## src/design/pfb_pkg.sv

```systemverilog
// shared types, constants and helpers for the page frame occupancy bitmap
// no dependencies
`timescale 1ns / 1ps

package pfb_pkg;

  localparam int PAGE_COUNT = 4096;
  localparam int WORD_BITS  = 64;
  localparam int WORD_COUNT = (PAGE_COUNT + WORD_BITS - 1) / WORD_BITS;
  localparam int WIDX_W     = $clog2(WORD_COUNT);
  localparam int BIT_W      = $clog2(WORD_BITS);
  localparam int FUNC_W     = 3;
  localparam int PAGE_W     = 12;
  localparam int END_W      = 13;

  typedef logic [WORD_BITS-1:0] word_t;

  typedef enum logic [FUNC_W-1:0] {
    FN_SET       = 3'd0,
    FN_CLEAR     = 3'd1,
    FN_TEST      = 3'd2,
    FN_FIND_FREE = 3'd3,
    FN_FIND_OCC  = 3'd4,
    FN_RANGE     = 3'd5
  } func_t;

  typedef enum logic {
    ST_IDLE,
    ST_EVAL
  } st_t;

  typedef struct packed {
    logic [FUNC_W-1:0] func;
    logic [PAGE_W-1:0] page;
    logic [END_W-1:0]  page_end;
  } in_t;

  typedef struct packed {
    logic              hit;
    logic [PAGE_W-1:0] found_page;
  } out_t;

  // controller to datapath
  typedef struct packed {
    logic load;
    logic step;
    logic commit;
  } cmd_t;

  // datapath to controller
  typedef struct packed {
    logic finish;
  } sts_t;

  // index of the lowest set bit, zero when none
  function automatic logic [BIT_W-1:0] lowest_set(input word_t w);
    logic [BIT_W-1:0] idx;
    idx = '0;
    for (int i = WORD_BITS - 1; i >= 0; i--) begin
      if (w[i]) idx = BIT_W'(i);
    end
    return idx;
  endfunction

endpackage

```

## src/design/pfb_ctrl.sv

```systemverilog
// controller: request sequencing and result handshake
// depends on pfb_pkg
`timescale 1ns / 1ps

module pfb_ctrl import pfb_pkg::*; (
  input  logic clk,
  input  logic rst_n,
  input  logic in_valid,
  output logic in_ready,
  output logic out_valid,
  input  logic out_ready,
  input  sts_t sts,
  output cmd_t cmd
);

  st_t  state_r, state_nxt;
  logic out_valid_r, out_valid_nxt;

  always_ff @(posedge clk) begin
    if (!rst_n) begin
      state_r     <= ST_IDLE;
      out_valid_r <= 1'b0;
    end else begin
      state_r     <= state_nxt;
      out_valid_r <= out_valid_nxt;
    end
  end

  always_comb begin
    state_nxt     = state_r;
    cmd           = '0;
    in_ready      = 1'b0;
    out_valid_nxt = out_valid_r && !out_ready;
    case (state_r)
      ST_IDLE: begin
        in_ready = 1'b1;
        if (in_valid) begin
          cmd.load  = 1'b1;
          state_nxt = ST_EVAL;
        end
      end
      ST_EVAL: begin
        if (!sts.finish) begin
          cmd.step = 1'b1;
        end else if (!out_valid_r || out_ready) begin
          // result slot free: write back and hand over the word
          cmd.commit    = 1'b1;
          out_valid_nxt = 1'b1;
          state_nxt     = ST_IDLE;
        end
      end
      default: begin
        state_nxt = ST_IDLE;
      end
    endcase
  end

  assign out_valid = out_valid_r;

  a_commit_slot_free: assert property (@(posedge clk) disable iff (!rst_n)
    cmd.commit |-> (!out_valid_r || out_ready))
    else $error("result overwritten before it was taken");

  a_commit_shows: assert property (@(posedge clk) disable iff (!rst_n)
    cmd.commit |=> out_valid_r && state_r == ST_IDLE)
    else $error("committed result not presented");

  a_load_evals: assert property (@(posedge clk) disable iff (!rst_n)
    cmd.load |=> state_r == ST_EVAL && !cmd.load)
    else $error("accepted request not evaluated");

endmodule

```

## config.mk

```make
export PLATFORM = sky130hd
export DESIGN_NAME = pfb_ctrl
export DESIGN_NICKNAME = d
export VERILOG_FILES = /design/src/design/pfb_pkg.sv /design/src/design/pfb_ctrl.sv
export SDC_FILE = /design/constraint.sdc
export NUM_CORES = 1
export LEC_CHECK = 0
export BUFFER_PORTS_ARGS = -buffer_cell sky130_fd_sc_hd__buf_4
export CAP_MARGIN = 20
export CELL_PAD_IN_SITES_DETAIL_PLACEMENT = 1
export CELL_PAD_IN_SITES_GLOBAL_PLACEMENT = 1
export CORE_AREA = 2 2 39 41
export CTS_CLUSTER_SIZE = 16
export DETAILED_ROUTE_END_ITERATION = 12
export DIE_AREA = 0 0 41 43
export PLACE_DENSITY_LB_ADDON = 0.2
export SETUP_SLACK_MARGIN = 0.15
export SKIP_LAST_GASP = 1
export SYNTH_ARGS = -nofsm -noshare
export SYNTH_HDL_FRONTEND = slang
export SYNTH_SLANG_ARGS = --single-unit
```

## constraint.sdc

```tcl
create_clock -name clk -period 0.8 [get_ports clk]
set_input_delay 0.04 -clock clk [delete_from_list [all_inputs] [get_ports clk]]
set_output_delay 0.04 -clock clk [all_outputs]
set_load 0.01 [all_outputs]
```

Word-level counts from Yosys, hierarchy flattened
Index checks and enable logic that the tools add are counted.
{ "classes": {"bitwise_logic": 1, "n_reduce_logical": 4, "n_mux": 13} }
{ "ops": {"columns": ["op", "count"], "rows": [
  ["two-way mux 1 bit", 11],
  ["zero test 1 bit", 2],
  ["two-way mux 2 bit", 1],
  ["case mux 1 bit (2 select lines)", 1],
  ["logical AND 1 bit", 1],
  ["logical OR 1 bit", 1],
  ["NOT 1 bit", 1]
]} }
{ "word_totals": {"output_inout_bits": 5, "register_bits": 2, "word_cells": 20, "input_bits": 5} }

Longest topological paths before layout
{ "logic_depth": {"depth_word": 5, "ltp_mapped": 2, "ltp_nobuf": 2} }

Worst setup path before layout
No wires, ideal clock.
{ "synth_timing": {"path_kind": "reg-to-output", "from": "reg state_r", "to": "out cmd[0] (netlist bit)", "t_arrival_ns": 0.639, "required_time_ns": 0.760, "stages_incl_launch_ff": 3, "path_buffers": 0, "slack_ns": 0.121, "cell_sequence": "dfxtp_1 -> nand2_1 -> nor2b_1"} }
{ "synth_rtl": {"columns": ["item", "line", "text"], "rows": [
  ["start: declaration", "pfb_ctrl.sv:16", "st_t state_r, state_nxt;"],
  ["start signal: assignment", "pfb_ctrl.sv:24", "state_r <= state_nxt;"],
  ["end: declaration", "pfb_ctrl.sv:13", "output cmd_t cmd"]
]} }

==> flow_metrics.env <==
export IMPL_syn_area_per_cell_um2=9.10
export IMPL_vdd_ir_drop_worst_mv=0.332
export IMPL_hold_violations=0
export IMPL_max_cap_violations=0
export IMPL_netlist_area_leader_share_pct=40.0
export IMPL_drv_slew=0
export IMPL_cts_root_buf="clkbuf_4"
export IMPL_coreArea_um2=1380
export IMPL_cp_slowest_cell="dfxtp_2"
export IMPL_die_area_um2=1760
export IMPL_synth_top_area_cell="dfxtp_1"
export IMPL_comb_power_share_pct=23.1
export IMPL_swShare_pct=23.2
export IMPL_worstPathCellList="nand2b_4 -> nor2b_2 -> buf_4"
export IMPL_htree_levels=1
export IMPL_vias_per_cell=3.21
export IMPL_drc=0
export IMPL_place_congestion=0.586
export IMPL_skew_ps=1.58
export IMPL_start_util_pct=7.23
export IMPL_worst_pin_slew_ps=133
export IMPL_rsz0062_at_grt="true"
export IMPL_antenna_found_initial=0
export IMPL_worstSetupStartpointType="flop"
export IMPL_nFillCells=159
export IMPL_layout_common_cells="buf_4 (8), buf_6 (4), clkbuf_4 (3)"
export IMPL_layout_cells_non_filler=42
export IMPL_wirelength_um=382
export IMPL_crit_path_max_incr_delay_ps=340
export IMPL_p_leak_nw=0.126
export IMPL_rr_endpoint="state_r$_SDFF_PN0_"
export IMPL_first_iter_violations=1
export IMPL_p_sw_w=0.000102
export IMPL_endpoint_kind="primary output"
export IMPL_io_buffers=9
export IMPL_crit_fanout=2
export IMPL_mostFrequentLayoutCell="buf_4"
export IMPL_placementRows=14
export IMPL_required_ps=760
export IMPL_cts_path_max_buffers=2
export IMPL_power_frac_clock_pct=50.6
export IMPL_rr_worst_depth=3
export IMPL_grt_max_degree=5
export IMPL_clock_latency_ps=220
export IMPL_nets=33
export IMPL_overflow=0
export IMPL_min_period_ps=936
export IMPL_pwr_density_cell_nw_per_um2=1640
export IMPL_finalSetupViolCount=5
export IMPL_outcome="finished, violations left"
export IMPL_violations="negative setup slack"
export IMPL_max_slew_margin_pct=91.1
export IMPL_period_share_pct=117
export IMPL_grt_pass1_wl_um=655
export IMPL_ys_types=9
export IMPL_ys_seq_area_share_pct=40.0
export IMPL_clk_pin_slew_ps=30
export IMPL_r2r_start="out_valid$_SDFF_PN0_"
export IMPL_synth_seq_cells=2
export IMPL_seqPwrFrac_pct=26.2
export IMPL_die_w_um=41
export IMPL_synthesis_area_um2=100
export IMPL_cp_top_family="flip-flops"
export IMPL_holdPathEnd="state_r$_SDFF_PN0_"
export IMPL_grtUsageTotal_pct=6.21
export IMPL_area_growth_pct=168
export IMPL_cts_made_buffers=3
export IMPL_r2r_slack_ps=50
export IMPL_holdBufCountCts=0
export IMPL_syn_inst=11
export IMPL_dp_cells=37
export IMPL_internal_power_w=0.000337
export IMPL_total_power_w=0.000439
export IMPL_crit_type="reg2out"
export IMPL_firstDrtPassIters=2
export IMPL_dr_total_vias=135
export IMPL_critPathBufInv=1
export IMPL_hp_start="sts"
export IMPL_fp_dieH_um=43
export IMPL_fin_ws_ps=-136
export IMPL_wire_per_inst_um=9.10
export IMPL_ant_nets=0
export IMPL_hp_class="in2reg"
export IMPL_yosysWarningCount=0
export IMPL_diodes=0
export IMPL_cts_tree="done"
export IMPL_min_path_cells=2
export IMPL_max_freq_mhz=1070
export IMPL_drive_above_1_share_pct=88.5
export IMPL_io_pins=10
export IMPL_synth_area_top_cells="dfxtp_1 (40%), nand2b_4 (14%), nor2b_1 (13%)"
export IMPL_cts_sinks=2
export IMPL_grt_pass1_vias=168
export IMPL_synth_nets=16
export IMPL_arrival_ps=900
routing by layer:
layer	track usage, %	wire, µm	up-vias
met4	8.00	0	0
met5	0	0	-
met3	1.57	58	0
li1	-	-	66
met2	8.44	184	12
met1	6.37	139	57
metrics by stage:
step           utilization, %  setup TNS [ps]  setup slack [ps]  area, µm²  hold slack [ps]
2_1_floorplan               -               0               153        106              107
3_3_place_gp             14.6               0              67.6        201              261
3_5_place_dp             14.6               0              52.4        201              284
4_1_cts                  18.2            -487              -155        251             30.3
5_1_grt                  19.3            -592              -173        268             52.0
6_report                 19.3            -386              -136        268             40.8
registers in the layout, indices dropped and copies added, names as in the netlist:
register   cells
out_valid      1
state_r        1
cell families (layout without fill, tap and decap cells):
group | after synthesis | count (layout) | share of synthesized area, %
flops | 2 | 2 | 40.0
compound gates | 3 | 3 | 22.5
simple gates | 5 | 5 | 33.7
buf+inv | 1 | 16 | 3.75
synth_stat cells:
library cell,count
nand2_1,1
nand2b_4,1
nor2b_1,2
dfxtp_1,2
inv_1,1
a31oi_1,1
a21boi_2,1
o21ai_1,1
nor2_1,1
worst max path at each step:
| stage | startpoint | endpoint | slack (ps) | cells past startpoint |
|---|---|---|---|---|
| after global placement | state_r$_SDFF_PN0_ | cmd[0] | 70 | 3 |
| after detailed placement | state_r$_SDFF_PN0_ | cmd[0] | 50 | 3 |
| after CTS | state_r$_SDFF_PN0_ | cmd[2] | -150 | 3 |
| after floorplan | state_r$_SDFF_PN0_ | cmd[0] | 150 | 2 |
| final | out_valid$_SDFF_PN0_ | cmd[0] | -140 | 3 |
| after global routing | state_r$_SDFF_PN0_ | cmd[2] | -170 | 3 |
what timing repair did:
item,CTS,global route
setup endpoints to repair,7,7
gates resized for setup,4,5
setup buffers,2,0
cloned,0,0
pin swaps,1,0
area by class of cell:
class | count | area [µm²] | area share (%)
Sequential cell | 2 | 45.0 | 16.8
Clock buffer | 3 | 22.5 | 8.41
Multi-Input combinational cell | 8 | 71.3 | 26.6
Timing Repair Buffer | 12 | 105 | 39.3
Tap cell | 16 | 20.0 | 7.48
Inverter | 1 | 3.75 | 1.40
power by group through the flow:
| stage | logic (W) | registers [W] | clock network, W |
|---|---|---|---|
| after detailed placement | 0.0000822 | 0.000116 | 0 |
| after global routing | 0.000112 | 0.000116 | 0.000248 |
| final | 0.000102 | 0.000115 | 0.000222 |
| after floorplan | 0.0000301 | 0.000116 | 0 |
| after CTS | 0.0000932 | 0.000116 | 0.000240 |
| after global placement | 0.0000801 | 0.000115 | 0 |
Power figures use the tool's default switching activity.
